`config.mk`:
```
export PLATFORM = sky130hd
export DESIGN_NAME = slip_frame_decoder
export DESIGN_NICKNAME = d
export VERILOG_FILES = /design/src/sfd_pkg.sv /design/src/sfd_front.sv /design/src/sfd_queue.sv /design/src/sfd_back.sv /design/src/slip_frame_decoder.sv
export SDC_FILE = /design/constraint.sdc
export NUM_CORES = 1
export LEC_CHECK = 0
export BUFFER_PORTS_ARGS = -buffer_cell sky130_fd_sc_hd__buf_2
export CAP_MARGIN = 20
export CORE_MARGIN = 2
export CORE_UTILIZATION = 40
export CTS_CLUSTER_DIAMETER = 60
export DETAILED_ROUTE_END_ITERATION = 6
export PLACE_DENSITY = 0.7
export SLEW_MARGIN = 20
export SYNTH_ARGS = -nofsm -noshare
export SYNTH_HDL_FRONTEND = slang
export SYNTH_SLANG_ARGS = --single-unit
```
`constraint.sdc`:
```
create_clock -name clk -period 3.65 [get_ports clk]
set_input_delay 0.1825 -clock clk [delete_from_list [all_inputs] [get_ports clk]]
set_output_delay 0.1825 -clock clk [all_outputs]
set_load 0.05 [all_outputs]
```
`src/sfd_pkg.sv`:
```
package sfd_pkg;

  // width of the frame byte counter
  localparam int LENGTH_BITS = 16;
  // width of the frame_length result field
  localparam int FRAME_LEN_BITS = 16;
  // common width for the limit compare
  localparam int CMP_BITS = (LENGTH_BITS > FRAME_LEN_BITS) ? LENGTH_BITS : FRAME_LEN_BITS;

  localparam logic [7:0] CODE_END     = 8'hC0;
  localparam logic [7:0] CODE_ESC     = 8'hDB;
  localparam logic [7:0] CODE_ESC_END = 8'hDC;
  localparam logic [7:0] CODE_ESC_ESC = 8'hDD;

  // byte classes found by the front end
  localparam logic [2:0] CLS_OTHER   = 3'd0;
  localparam logic [2:0] CLS_END     = 3'd1;
  localparam logic [2:0] CLS_ESC     = 3'd2;
  localparam logic [2:0] CLS_ESC_END = 3'd3;
  localparam logic [2:0] CLS_ESC_ESC = 3'd4;

  // result kinds
  localparam logic [1:0] KIND_DATA       = 2'd0;
  localparam logic [1:0] KIND_OK         = 2'd1;
  localparam logic [1:0] KIND_BAD_ESCAPE = 2'd2;
  localparam logic [1:0] KIND_OVERFLOW   = 2'd3;

  // decoder modes
  localparam logic [1:0] MODE_HUNT    = 2'd0;
  localparam logic [1:0] MODE_OPENED  = 2'd1;
  localparam logic [1:0] MODE_FRAME   = 2'd2;
  localparam logic [1:0] MODE_ESCAPED = 2'd3;

  typedef struct packed {
    logic [7:0] value;
    logic [2:0] cls;
  } entry_t;

  typedef struct packed {
    logic   valid;
    entry_t entry;
  } slot_t;

endpackage

```
`src/sfd_front.sv`:
```
module sfd_front
  import sfd_pkg::*;
(
  input  logic       in_valid,
  output logic       in_ready,
  input  logic [7:0] in_byte,
  input  logic       q_ready,
  output slot_t      push
);

  logic [2:0] cls;

  always_comb begin
    case (in_byte)
      CODE_END:     cls = CLS_END;
      CODE_ESC:     cls = CLS_ESC;
      CODE_ESC_END: cls = CLS_ESC_END;
      CODE_ESC_ESC: cls = CLS_ESC_ESC;
      default:      cls = CLS_OTHER;
    endcase
  end

  assign in_ready          = q_ready;
  assign push.valid        = in_valid & q_ready;
  assign push.entry.value  = in_byte;
  assign push.entry.cls    = cls;

endmodule

```
`src/sfd_queue.sv`:
```
module sfd_queue
  import sfd_pkg::*;
(
  input  logic  clk,
  input  logic  rst,
  input  slot_t push,
  output logic  ready,
  output slot_t head,
  input  logic  pop
);

  entry_t     ent [2];
  logic       wr_ptr;
  logic       rd_ptr;
  logic [1:0] cnt;
  logic       do_pop;

  assign ready      = (cnt != 2'd2);
  assign head.valid = (cnt != 2'd0);
  assign head.entry = ent[rd_ptr];
  assign do_pop     = pop & head.valid;

  always_ff @(posedge clk) begin
    if (push.valid) begin
      ent[wr_ptr] <= push.entry;
    end
  end

  always_ff @(posedge clk) begin
    if (rst) begin
      wr_ptr <= 1'b0;
      rd_ptr <= 1'b0;
      cnt    <= 2'd0;
    end else begin
      if (push.valid) begin
        wr_ptr <= ~wr_ptr;
      end
      if (do_pop) begin
        rd_ptr <= ~rd_ptr;
      end
      case ({push.valid, do_pop})
        2'b10:   cnt <= cnt + 2'd1;
        2'b01:   cnt <= cnt - 2'd1;
        default: cnt <= cnt;
      endcase
    end
  end

endmodule

```
`src/sfd_back.sv`:
```
module sfd_back
  import sfd_pkg::*;
(
  input  logic                       clk,
  input  logic                       rst,
  input  slot_t                      head,
  output logic                       pop,
  input  logic                       cfg_we,
  input  logic [15:0]                cfg_wdata,
  output logic                       out_valid,
  input  logic                       out_ready,
  output logic [1:0]                 out_kind,
  output logic [7:0]                 out_byte,
  output logic [FRAME_LEN_BITS-1:0]  out_len
);

  logic [1:0]             mode;
  logic [1:0]             mode_next;
  logic [LENGTH_BITS-1:0] count;
  logic [LENGTH_BITS-1:0] count_next;
  logic [LENGTH_BITS-1:0] count_base;
  logic [15:0]            max_len;

  logic                      res;
  logic [1:0]                kind_next;
  logic [7:0]                byte_next;
  logic [FRAME_LEN_BITS-1:0] len_next;
  logic                      pay;
  logic [7:0]                pay_byte;
  logic                      over;

  assign pop = head.valid & (~out_valid | out_ready);

  assign count_base = (mode == MODE_OPENED) ? '0 : count;
  assign over = (CMP_BITS'(count_base) >= CMP_BITS'(max_len)) || (count_base == '1);

  always_comb begin
    mode_next  = mode;
    count_next = count;
    res        = 1'b0;
    kind_next  = KIND_DATA;
    byte_next  = 8'd0;
    len_next   = '0;
    pay        = 1'b0;
    pay_byte   = head.entry.value;
    case (mode)
      MODE_HUNT: begin
        if (head.entry.cls == CLS_END) begin
          mode_next  = MODE_OPENED;
          count_next = '0;
        end
      end
      MODE_OPENED, MODE_FRAME: begin
        if (head.entry.cls == CLS_END) begin
          if (mode == MODE_FRAME) begin
            res        = 1'b1;
            kind_next  = KIND_OK;
            len_next   = FRAME_LEN_BITS'(count);
            mode_next  = MODE_HUNT;
            count_next = '0;
          end
        end else if (head.entry.cls == CLS_ESC) begin
          mode_next  = MODE_ESCAPED;
          count_next = count_base;
        end else begin
          pay = 1'b1;
        end
      end
      default: begin
        if (head.entry.cls == CLS_ESC_END) begin
          pay      = 1'b1;
          pay_byte = CODE_END;
        end else if (head.entry.cls == CLS_ESC_ESC) begin
          pay      = 1'b1;
          pay_byte = CODE_ESC;
        end else begin
          res        = 1'b1;
          kind_next  = KIND_BAD_ESCAPE;
          mode_next  = MODE_HUNT;
          count_next = '0;
        end
      end
    endcase
    if (pay) begin
      res = 1'b1;
      if (over) begin
        kind_next  = KIND_OVERFLOW;
        mode_next  = MODE_HUNT;
        count_next = '0;
      end else begin
        kind_next  = KIND_DATA;
        byte_next  = pay_byte;
        mode_next  = MODE_FRAME;
        count_next = LENGTH_BITS'(count_base + 1'b1);
      end
    end
  end

  always_ff @(posedge clk) begin
    if (rst) begin
      mode      <= MODE_HUNT;
      count     <= '0;
      max_len   <= 16'hFFFF;
      out_valid <= 1'b0;
    end else begin
      if (cfg_we) begin
        max_len <= cfg_wdata;
      end
      if (pop) begin
        mode      <= mode_next;
        count     <= count_next;
        out_valid <= res;
      end else if (out_ready) begin
        out_valid <= 1'b0;
      end
    end
  end

  always_ff @(posedge clk) begin
    if (pop && res) begin
      out_kind <= kind_next;
      out_byte <= byte_next;
      out_len  <= len_next;
    end
  end

  // a frame end or an error always sends the decoder back to hunting
  a_end_hunts: assert property (@(posedge clk) disable iff (rst)
    (pop && res && kind_next != KIND_DATA) |=> (mode == MODE_HUNT && count == '0))
    else $error("decoder not hunting after frame end or error");

  // a pending data item means the frame is open and counted
  a_data_counted: assert property (@(posedge clk) disable iff (rst)
    (out_valid && out_kind == KIND_DATA) |-> (mode == MODE_FRAME && count != '0))
    else $error("data item pending without an open counted frame");

  // a good frame end never reports an empty frame
  a_ok_nonempty: assert property (@(posedge clk) disable iff (rst)
    (out_valid && out_kind == KIND_OK) |-> (out_len != '0 && mode == MODE_HUNT))
    else $error("ok marker with zero length");

endmodule

```
`src/slip_frame_decoder.sv`:
```
// SLIP receive decoder. Raw bytes enter on the s_ stream one item per cycle and
// leave as decoded items on the m_ stream: a data byte (kind 0), a frame end with
// its payload length (kind 1), a bad escape (kind 2) or an overflow past
// max_frame_length (kind 3). On either error the bytes of that frame already sent
// must be dropped downstream. Bytes before the first END, after a closing END and
// after an error are discarded until the next END; repeated ENDs give nothing.
// Sustained rate is one item per cycle in and out while neither stream stalls; an
// item's result is offered on m_ once its byte has passed through the two-entry
// queue and then the output register. The front end classifies bytes into the
// queue, the back end runs the mode/count update once per cycle while it can pop
// a byte and is the only serial part.
// cfg_we writes max_frame_length; write it only while the block is idle.
module slip_frame_decoder
  import sfd_pkg::*;
(
  input  logic        clk,
  input  logic        rst,
  // raw byte stream
  input  logic        s_tvalid,
  output logic        s_tready,
  input  logic [7:0]  s_tdata,   // rx_byte[7:0]
  // decoded stream
  output logic        m_tvalid,
  input  logic        m_tready,
  output logic [23:0] m_tdata,   // data_byte[7:0], frame_length[23:8]
  output logic [1:0]  m_tuser,   // kind[1:0]
  // max_frame_length register
  input  logic        cfg_we,
  input  logic [15:0] cfg_wdata
);

  slot_t                     push;
  slot_t                     head;
  logic                      q_ready;
  logic                      pop;
  logic [7:0]                out_byte;
  logic [FRAME_LEN_BITS-1:0] out_len;

  // front end: handshake and byte classification
  sfd_front u_front (
    .in_valid (s_tvalid),
    .in_ready (s_tready),
    .in_byte  (s_tdata),
    .q_ready  (q_ready),
    .push     (push)
  );

  // two-entry queue lets input and output stall independently
  sfd_queue u_queue (
    .clk   (clk),
    .rst   (rst),
    .push  (push),
    .ready (q_ready),
    .head  (head),
    .pop   (pop)
  );

  // back end: framing state, byte count, limit check, output register
  sfd_back u_back (
    .clk       (clk),
    .rst       (rst),
    .head      (head),
    .pop       (pop),
    .cfg_we    (cfg_we),
    .cfg_wdata (cfg_wdata),
    .out_valid (m_tvalid),
    .out_ready (m_tready),
    .out_kind  (m_tuser),
    .out_byte  (out_byte),
    .out_len   (out_len)
  );

  assign m_tdata = {out_len, out_byte};

endmodule
```
==> impl_results.md, run 1 <==
* Run status: finished clean
* Met2 wire len at 5.14 mm
* Fmax at 0.300 GHz
* Crit Path Category: reg -> reg
* Leading cell type in the layout, fill and taps excluded: buf_2
* Min-Delay Path Class: in -> reg
* HPWL Detailed at 7.44 mm
* Critical Path Most Common Cell: ha_1
* Worst Slack Setup Final at 312 ps
* Initial Util at 40.6%
* Worst path slowest cell: or4_1
* Post-Route WL at 10.3 mm
* Gate power share at 39.3%
* Clock buffer count from CTS at 9
* Worst path required time at 3880 ps
* Period Utilization, post-route at 91.4%
* Die ar. at 12400 um^2
* Placed cell count at 649
* Max_slew headroom at 40.8%
* Gpl congestion at 0.885
* Pin count of the biggest net entering global routing at 32
* Layout area overhead at 16.0%
* TritonCTS clock tree: done
* GRT Residual Overflow at 0
* Worst-skew pair later-pin latency at 350 ps
* Vias after detailed routing at 3630
* Post-synth ARST share at 0%
* Max-slew violations at 0
* Die Y at 111 um
* Lkg Pwr at 2.22 nW
* Syn nets at 513
* Number of remaining DRC errors at 0
* RSZ-0062 raised after global routing: no
* Final Hold Slack at 19.2 ps
* First-pass DRT Iterations at 5
* Vias in the first global route at 3603
* Core utilization of the finished layout at 47.1%
* Syn Area/Cell at 9.99 um^2
* Setup bufs post-CTS at 0
* Syn. warnings at 0
* CP Cell Sequence: inv_1, ha_1, nor2b_1, ha_1, nand4b_1, or4_1, nor3_1, a211o_2, nor3_4, buf_4, a311oi_1, a21oi_1
* Setup TNS Final at 0 ps
* Global-route wire length before repair at 17.3 mm
* Average wire per standard cell at 15.5 um
* Critical path arrival at 3570 ps
* WL met3 at 516 um
* Cells after synthesis at 460
* PD cells at 710 nW/um^2
* NumNets Final at 570
* Die boundary width at 111 um
* Clk buf depth at 2
* Sw frac at 41.0%
* Finished Layout Cells at 665
* Port Buffers at 56
* # clock sinks at 88
* DR vias/cell at 5.46
* Tightest Pin Transition at 884 ps
* CP peak stage delay at 630 ps
* Post-route ant nets at 0
* Tmin final at 3340 ps
* Area of the mapped netlist at 4590 um^2
* CTS H-tree lvls at 3
* Post-synth EDFFs at 48
* Top routing layer used: met4
* Final setup viols at 0
* All-Layer GR Usage at 17.5%
* Max-Cap Viols at 0
* Kind of end point of the critical path: flip-flop
* Worst Skew at 9.84 ps
* CP Launch Type: flip-flop
* Critical path peak fanout at 18
* Post-synth top flop: edfxtp_1
* Seq pwr share at 37.2%
* Setup WS pre-CTS at 254 ps
* IO Count at 57
* Final hold violation count at 0
* Pint at 2.23 mW
* CTS root buf: clkbuf_16
* Post-synth cell types at 60
* Core ar. at 11300 um^2
* Layout cell share with drive strength beyond 1 at 18.6%
* Hold Buf Count CTS at 0
* Sequential share of the synthesized area at 48.8%
* Register bit total from synthesis at 88
* Psw at 1.55 mW
* Clock share of power at 23.5%
* Num rows at 39
* Final antenna diode count at 0
* Most used cells in the layout excluding fill and tap cells: buf_2, edfxtp_1, nand2_1
* Met1 Wirelength at 4.38 mm
* Max IR drop VDD at 0.391 mV
* Antenna violations before repair at 0
* Initial drt markers at 241
* Clock transition at the registers of the reported paths at 70 ps
[critical path: cells and delay by family, from the launching register on]
family	cells	cell delay, ps
compound gates	3	660
fa+ha+maj	2	460
buf+inv	2	330
flops	1	390
simple gates	5	1360
[power by group through the flow]
stage	clock, mW	combinational, mW	sequential, mW
5_1_grt	0.948	1.64	1.43
4_1_cts	0.902	1.48	1.41
6_report	0.890	1.49	1.41
3_3_place_gp	0	1.45	1.42
2_1_floorplan	0	0.937	1.60
3_5_place_dp	0	1.48	1.43
[registers in the layout, summed over array words and instances (netlist names), named ones only]
| name | flops |
|---|---|
| u_back.count | 16 |
| u_back.mode | 2 |
| u_queue.wr_ptr | 1 |
| u_back.out_byte | 8 |
| u_back.out_len | 16 |
| u_queue.cnt | 2 |
| u_back.out_valid | 1 |
| u_queue.ent | 22 |
| u_queue.rd_ptr | 1 |
| u_back.out_kind | 2 |
| u_back.max_len | 16 |
[metal layers]
layer / track usage [%] / vias up
met3: 4.87 / 20
li1: - / 1801
met1: 20.9 / 1709
met2: 30.2 / 100
met4: 6.50 / 0
met5: 0 / -
[Yosys cell counts, types with 4 or more instances]
cell type | count | area share [%]
a21oi_1 | 22 | 2.4
a31oi_1 | 11 | 1.5
a32oi_1 | 4 | 0.76
and3_1 | 19 | 2.6
buf_2 | 4 | 0.44
clkbuf_1 | 14 | 1.1
dfxtp_1 | 40 | 17
edfxtp_1 | 48 | 31
ha_1 | 24 | 6.5
inv_1 | 26 | 2.1
mux2i_1 | 12 | 2.6
nand2_1 | 44 | 3.6
nand2b_1 | 8 | 1.1
nand3_1 | 9 | 0.98
nand4_1 | 4 | 0.54
nor2_1 | 29 | 2.4
nor2b_1 | 15 | 2.0
nor3_1 | 10 | 1.1
nor4_1 | 6 | 0.82
o211ai_1 | 19 | 3.1
o21a_1 | 5 | 0.82
o21ai_0 | 20 | 2.2
xnor2_1 | 5 | 0.95
xor2_1 | 5 | 0.95
[final cells by class]
type	count	area, um^2
multi-input cells	324	2160
clock buffers	9	225
clock inverters	7	58.8
well taps	143	179
inverters	27	101
repair buffers	67	363
flip-flops and latches	88	2240
fillers	1081	5990
[cell families (layout without fill, tap and decap cells)]
| family | after synthesis | count (layout) | share of synthesized area (%) |
|---|---|---|---|
| AND/OR/NAND/NOR | 169 | 169 | 19.7 |
| AO/OA/AOI/OAI | 106 | 106 | 15.1 |
| flip-flops | 88 | 88 | 48.8 |
| buffers and inverters | 48 | 110 | 4.44 |
| adder cells (fa/ha/maj) | 24 | 24 | 6.54 |
| multiplexers | 15 | 15 | 3.51 |
| XOR/XNOR | 10 | 10 | 1.91 |
[per-stage QoR]
step	total power [mW]	instance area, um^2
floorplan	2.53	4590
global placement	2.87	5040
detailed placement	2.91	5040
CTS	3.80	5330
global route	4.02	5330
finish	3.78	5330
[final timing paths]
kind | startpoint | to | slack [ps] | depth (start not counted)
max reg2reg | u_back.mode[1]$_SDFFE_PP0P_ | u_back.count[13]$_SDFFE_PP0P_ | 310 | 12
min | s_tdata[5] | u_queue.ent[0][8]$_DFFE_PP_ | 20 | 1
max | u_back.mode[1]$_SDFFE_PP0P_ | u_back.count[13]$_SDFFE_PP0P_ | 310 | 12
min reg2reg | u_back.max_len[10]$_SDFFE_PP1P_ | u_back.max_len[10]$_SDFFE_PP1P_ | 490 | 2
[repair_timing]
action | in CTS | in global routing
setup endpoints to repair | 0 | 3
resized for setup | 0 | 1
hold endpoints to repair | 0 | 0
Note: power is estimated with default switching activity, not from simulation.
==> run 2, diff against run 1 <==
--- a/config.mk
+++ b/config.mk
@@ -6,12 +6,12 @@
 export NUM_CORES = 1
 export LEC_CHECK = 0
 export BUFFER_PORTS_ARGS = -buffer_cell sky130_fd_sc_hd__buf_2
-export CAP_MARGIN = 20
 export CORE_MARGIN = 2
 export CORE_UTILIZATION = 40
 export CTS_CLUSTER_DIAMETER = 60
 export DETAILED_ROUTE_END_ITERATION = 6
 export PLACE_DENSITY = 0.7
+export SETUP_SLACK_MARGIN = 0.2
 export SLEW_MARGIN = 20
 export SYNTH_ARGS = -nofsm -noshare
 export SYNTH_HDL_FRONTEND = slang
==> constraint.sdc (replaced) <==
create_clock -name clk -period 3.2 [get_ports clk]
set_input_delay 0.16 -clock clk [delete_from_list [all_inputs] [get_ports clk]]
set_output_delay 0.16 -clock clk [all_outputs]
set_load 0.05 [all_outputs]
==> impl_results.md, run 2 (same netlist as run 1, synthesis figures left out) <==
* Run status: finished clean
* CP Launch Type: flip-flop
* Die Y at 111 um
* Post-Route WL at 10.8 mm
* All-Layer GR Usage at 18.5%
* Leading cell type in the layout, fill and taps excluded: buf_2
* R2R setup slack at 320 ps
* Max IR drop VDD at 0.471 mV
* Worst-skew pair later-pin latency at 350 ps
* Global-route wire length before repair at 18.3 mm
* Final hold violation count at 0
* Kind of end point of the critical path: flip-flop
* Number of remaining DRC errors at 0
* Setup bufs post-CTS at 0
* Tightest Pin Transition at 922 ps
* Worst Skew at 7.80 ps
* Crit Path Category: reg -> reg
* Worst path required time at 3480 ps
* Port Buffers at 56
* DR vias/cell at 5.45
* Period Utilization, post-route at 90.1%
* Psw at 1.83 mW
* RSZ-0062 raised after global routing: no
* Die boundary width at 111 um
* Initial drt markers at 194
* Post-route ant nets at 0
* Largest register FFs at 22
* Final antenna diode count at 0
* # clock sinks at 88
* Clock buffer count from CTS at 9
* Core utilization of the finished layout at 49.1%
* Antenna violations before repair at 0
* Pint at 2.70 mW
* TritonCTS clock tree: done
* HPWL Detailed at 7.87 mm
* Clock transition at the registers of the reported paths at 70 ps
* Critical path arrival at 3170 ps
* Fmax at 0.347 GHz
* Average wire per standard cell at 15.8 um
* Layout area overhead at 21.0%
* Final setup viols at 0
* Gate power share at 42.1%
* Lkg Pwr at 2.32 nW
* Critical path peak fanout at 10
* IO Count at 57
* Layout cell share with drive strength beyond 1 at 23.2%
* CTS root buf: clkbuf_16
* Clock share of power at 22.5%
* PD cells at 814 nW/um^2
* Largest reg by FF count: u_queue.ent
* Pin count of the biggest net entering global routing at 32
* Gpl congestion at 0.889
* Design Power at 4.52 mW
* Tmin final at 2880 ps
* Finished Layout Cells at 681
* Die ar. at 12400 um^2
* Final Hold Slack at 6.13 ps
* CTS H-tree lvls at 3
* First-pass DRT Iterations at 4
* Max-slew violations at 0
* NumNets Final at 586
* GRT Residual Overflow at 0
* Setup TNS Final at 0 ps
* Min-Delay Path Class: in -> reg
* Seq pwr share at 35.4%
* Clk buf depth at 2
* Placed cell count at 664
* Num rows at 39
* Max-Cap Viols at 0
* Most used cells in the layout excluding fill and tap cells: buf_2, edfxtp_1, nand2_1
* Max_slew headroom at 38.3%
* Initial Util at 40.6%
* Core ar. at 11300 um^2
* Sw frac at 40.4%
* Vias in the first global route at 3806
* Vias after detailed routing at 3711
==> run 2: cell count changes in the layout (fill, tap and decap cells not counted), sizes merged <==
cell | before | now
dlygate4sd3 | 0 | 1
buf | 67 | 82
==> run 2: per-layer routing <==
| layer | up-vias | routed length [um] | global-route usage [%] | part of all wire, % |
|---|---|---|---|---|
| li1 | 1840 | - | - | - |
| met1 | 1764 | 4540 | 21.0 | 42 |
| met2 | 83 | 5450 | 32.3 | 51 |
| met3 | 24 | 478 | 4.54 | 4.4 |
| met4 | 0 | 321 | 9.30 | 3.0 |
| met5 | - | 0 | 0 | 0 |
==> run 2: critical path, stage by stage, from the launching register on <==
cell and delay (ps):
dfxtp_4 380, inv_4 50, ha_4 180, buf_12 140, nand2b_1 160, inv_1 110, ha_1 250, a21o_1 160
a21o_1 180, a211o_4 340, or4b_4 490, a211o_1 300, o21ai_1 70
==> run 2: path summary, 6_finish.rpt <==
check / depth (start not counted) / end / startpoint
setup reg to reg: 12 / u_back.count[11]$_SDFFE_PP0P_ / u_back.mode[1]$_SDFFE_PP0P_
setup / recovery: 12 / u_back.count[11]$_SDFFE_PP0P_ / u_back.mode[1]$_SDFFE_PP0P_
hold / removal: 1 / u_queue.ent[0][8]$_DFFE_PP_ / s_tdata[5]
hold reg to reg: 2 / u_back.max_len[8]$_SDFFE_PP1P_ / u_back.max_len[8]$_SDFFE_PP1P_
==> run 2: area by class of cell <==
cell class / count / area [um^2]
Tap cell: 143 / 179
Clock inverter: 7 / 63.8
Clock buffer: 9 / 225
Inverter: 27 / 104
Timing Repair Buffer: 83 / 514
Multi-Input combinational cell: 324 / 2230
Sequential cell: 88 / 2250
Fill cell: 1041 / 5760
==> run 2: power by group through the flow <==
| stage | clock network [mW] | logic [mW] | registers, mW |
|---|---|---|---|
| detailed placement | 0 | 1.85 | 1.61 |
| global route | 1.09 | 2.09 | 1.63 |
| CTS | 1.05 | 1.87 | 1.59 |
| floorplan | 0 | 1.09 | 1.82 |
| global placement | 0 | 1.81 | 1.61 |
| finish | 1.02 | 1.90 | 1.60 |
==> run 2: metrics by stage <==
step                setup WS (ps)  area [um^2]
floorplan                     200         4630
global placement              154         5190
detailed placement           52.6         5190
CTS                           211         5510
global route                  211         5560
finish                        318         5560
==> run 2: timing repair <==
action | 4_1_cts | 5_1_grt
hold buffers | 1 | 0
gates resized for setup | 4 | 13
setup endpoints to repair | 20 | 21
pin swaps | 0 | 1
endpoints found under the hold margin | 2 | 0
==> run 3, diff against run 2 <==
==> constraint.sdc (replaced) <==
create_clock -name clk -period 3.2 [get_ports clk]
set_input_delay 0.64 -clock clk [delete_from_list [all_inputs] [get_ports clk]]
set_output_delay 0.64 -clock clk [all_outputs]
set_load 0.05 [all_outputs]
==> impl_results.md, run 3 (same netlist as run 1, synthesis figures left out) <==
* Run status: finished clean
* Period Utilization, post-route at 90.1%
* Finished Layout Cells at 680
* First-pass DRT Iterations at 4
* RSZ-0062 raised after global routing: no
* Gpl congestion at 0.889
* Fmax at 0.347 GHz
* Number of remaining DRC errors at 0
* Antenna violations before repair at 0
* CP peak stage delay at 490 ps
* Max IR drop VDD at 0.472 mV
* Initial Util at 40.6%
* Initial drt markers at 177
* Final antenna diode count at 0
* Worst Slack Setup Final at 318 ps
* Layout cell share with drive strength beyond 1 at 23.3%
* Clk buf depth at 2
* CP bufs+invs at 2
* Worst-skew pair later-pin latency at 350 ps
* Min-Delay Path Class: in -> reg
* Worst path slowest cell: or4b_4
* Max-slew violations at 0
* Vias after detailed routing at 3711
* WHS Endpoint: u_queue.ent[1][9]$_DFFE_PP_
* Design Power at 4.52 mW
* CTS root buf: clkbuf_16
* Largest register FFs at 22
* Port Buffers at 56
* Post-Route WL at 10.7 mm
* Max-Cap Viols at 0
* Final setup viols at 0
* R2r startpoint: u_back.mode[1]$_SDFFE_PP0P_
* TritonCTS clock tree: done
* CTS H-tree lvls at 3
* Hold path start: s_tdata[6]
* GRT Residual Overflow at 0
* Num rows at 39
* Max_slew headroom at 38.4%
* Die Y at 111 um
* Crit Path Category: reg -> reg
* Core ar. at 11300 um^2
* Clock buffer count from CTS at 9
* CP Cell Sequence: inv_4, ha_4, nand2b_4, inv_2, ha_1, a21o_1, a21o_1, a21o_1, a211o_4, or4b_4, a211o_1, o21ai_1
* CP delay by family, top: compound AO/OA/AOI/OAI gates
* Leading cell type in the layout, fill and taps excluded: buf_2
* CP Launch Type: flip-flop
* Setup WS pre-CTS at 52.6 ps
* Largest reg by FF count: u_queue.ent
* Die ar. at 12400 um^2
* Die boundary width at 111 um
* Layout area overhead at 20.8%
* Hold Path Depth at 1
* Critical path arrival at 3160 ps
* Most used cells in the layout excluding fill and tap cells: buf_2, edfxtp_1, nand2_1
* Final hold violation count at 0
* Kind of end point of the critical path: flip-flop
* Setup bufs post-CTS at 0
* Reg2Reg Depth at 12
* Vias in the first global route at 3802
* Average wire per standard cell at 15.8 um
* IO Count at 57
* Post-route ant nets at 0
* PD cells at 815 nW/um^2
* NumNets Final at 585
* Global-route wire length before repair at 18.2 mm
* Placed cell count at 664
* Lkg Pwr at 2.32 nW
* Critical Path Most Common Cell: a21o_1
* R2R setup slack at 320 ps
* Pin count of the biggest net entering global routing at 32
* Core utilization of the finished layout at 49.0%
* Worst path required time at 3480 ps
* Setup TNS Final at 0 ps
* DR vias/cell at 5.46
* Critical path peak fanout at 6
* Tmin final at 2880 ps
* Tightest Pin Transition at 920 ps
* All-Layer GR Usage at 18.4%
* RR Endpoint: u_back.count[11]$_SDFFE_PP0P_
* # clock sinks at 88
* Clock transition at the registers of the reported paths at 70 ps
* HPWL Detailed at 7.87 mm
* Worst Skew at 7.29 ps
## run 3: cell count changes in the layout (fill, tap and decap cells not counted), sizes merged
cell and delta:
dlygate4sd3 -1
## run 3: stage by stage
| step | instance area, um^2 | hold WS (ps) |
|---|---|---|
| 6_report | 5550 | 488 |
| 3_3_place_gp | 5190 | 477 |
| 5_1_grt | 5550 | 481 |
| 3_5_place_dp | 5190 | 488 |
| 4_1_cts | 5500 | 475 |
| 2_1_floorplan | 4630 | 448 |
## run 3: final cells by class
cell class / count / area [um^2]
Fill cell: 1042 / 5770
Sequential cell: 88 / 2250
Multi-Input combinational cell: 324 / 2230
Timing Repair Buffer: 82 / 504
Clock buffer: 9 / 225
Tap cell: 143 / 179
Inverter: 27 / 104
Clock inverter: 7 / 63.8
## run 3: timing repair
| action | CTS | global route |
|---|---|---|
| hold endpoints to repair | 0 | 0 |
| endpoints found under the setup margin | 20 | 21 |
| hold buffers | 0 | 0 |
| gates resized for setup | 4 | 13 |
| gates cloned | 0 | 0 |
| pin swaps | 0 | 1 |
## run 3: routing by layer
layer  vias up  part of all wire [%]  routed length [um]  track usage, %
li1       1839                     -                   -               -
met1      1751                    41                4450            20.9
met2       102                    51                5420            32.1
met3        19                   5.0                 538            4.54
met4         0                   2.9                 310            9.30
met5         -                     0                   0               0
## run 3: worst max-delay path by stage
stage / from / endpoint / cells past startpoint
final: u_back.mode[1]$_SDFFE_PP0P_ / u_back.count[11]$_SDFFE_PP0P_ / 12
after global routing: u_back.mode[1]$_SDFFE_PP0P_ / u_back.count[11]$_SDFFE_PP0P_ / 12
after CTS: u_back.mode[1]$_SDFFE_PP0P_ / u_back.count[11]$_SDFFE_PP0P_ / 12
after detailed placement: u_back.mode[1]$_SDFFE_PP0P_ / u_back.count[11]$_SDFFE_PP0P_ / 12
after global placement: u_back.mode[1]$_SDFFE_PP0P_ / u_back.count[11]$_SDFFE_PP0P_ / 12
after floorplan: u_back.mode[1]$_SDFFE_PP0P_ / u_back.count[12]$_SDFFE_PP0P_ / 16
## run 3: where the power goes
part	total (mW)	switching (mW)	internal (mW)	leakage [nW]
registers	1.60	0.145	1.46	0.773
logic	1.90	1.21	0.696	1.41
clock network	1.02	0.473	0.543	0.136
total	4.52	1.83	2.70	2.32
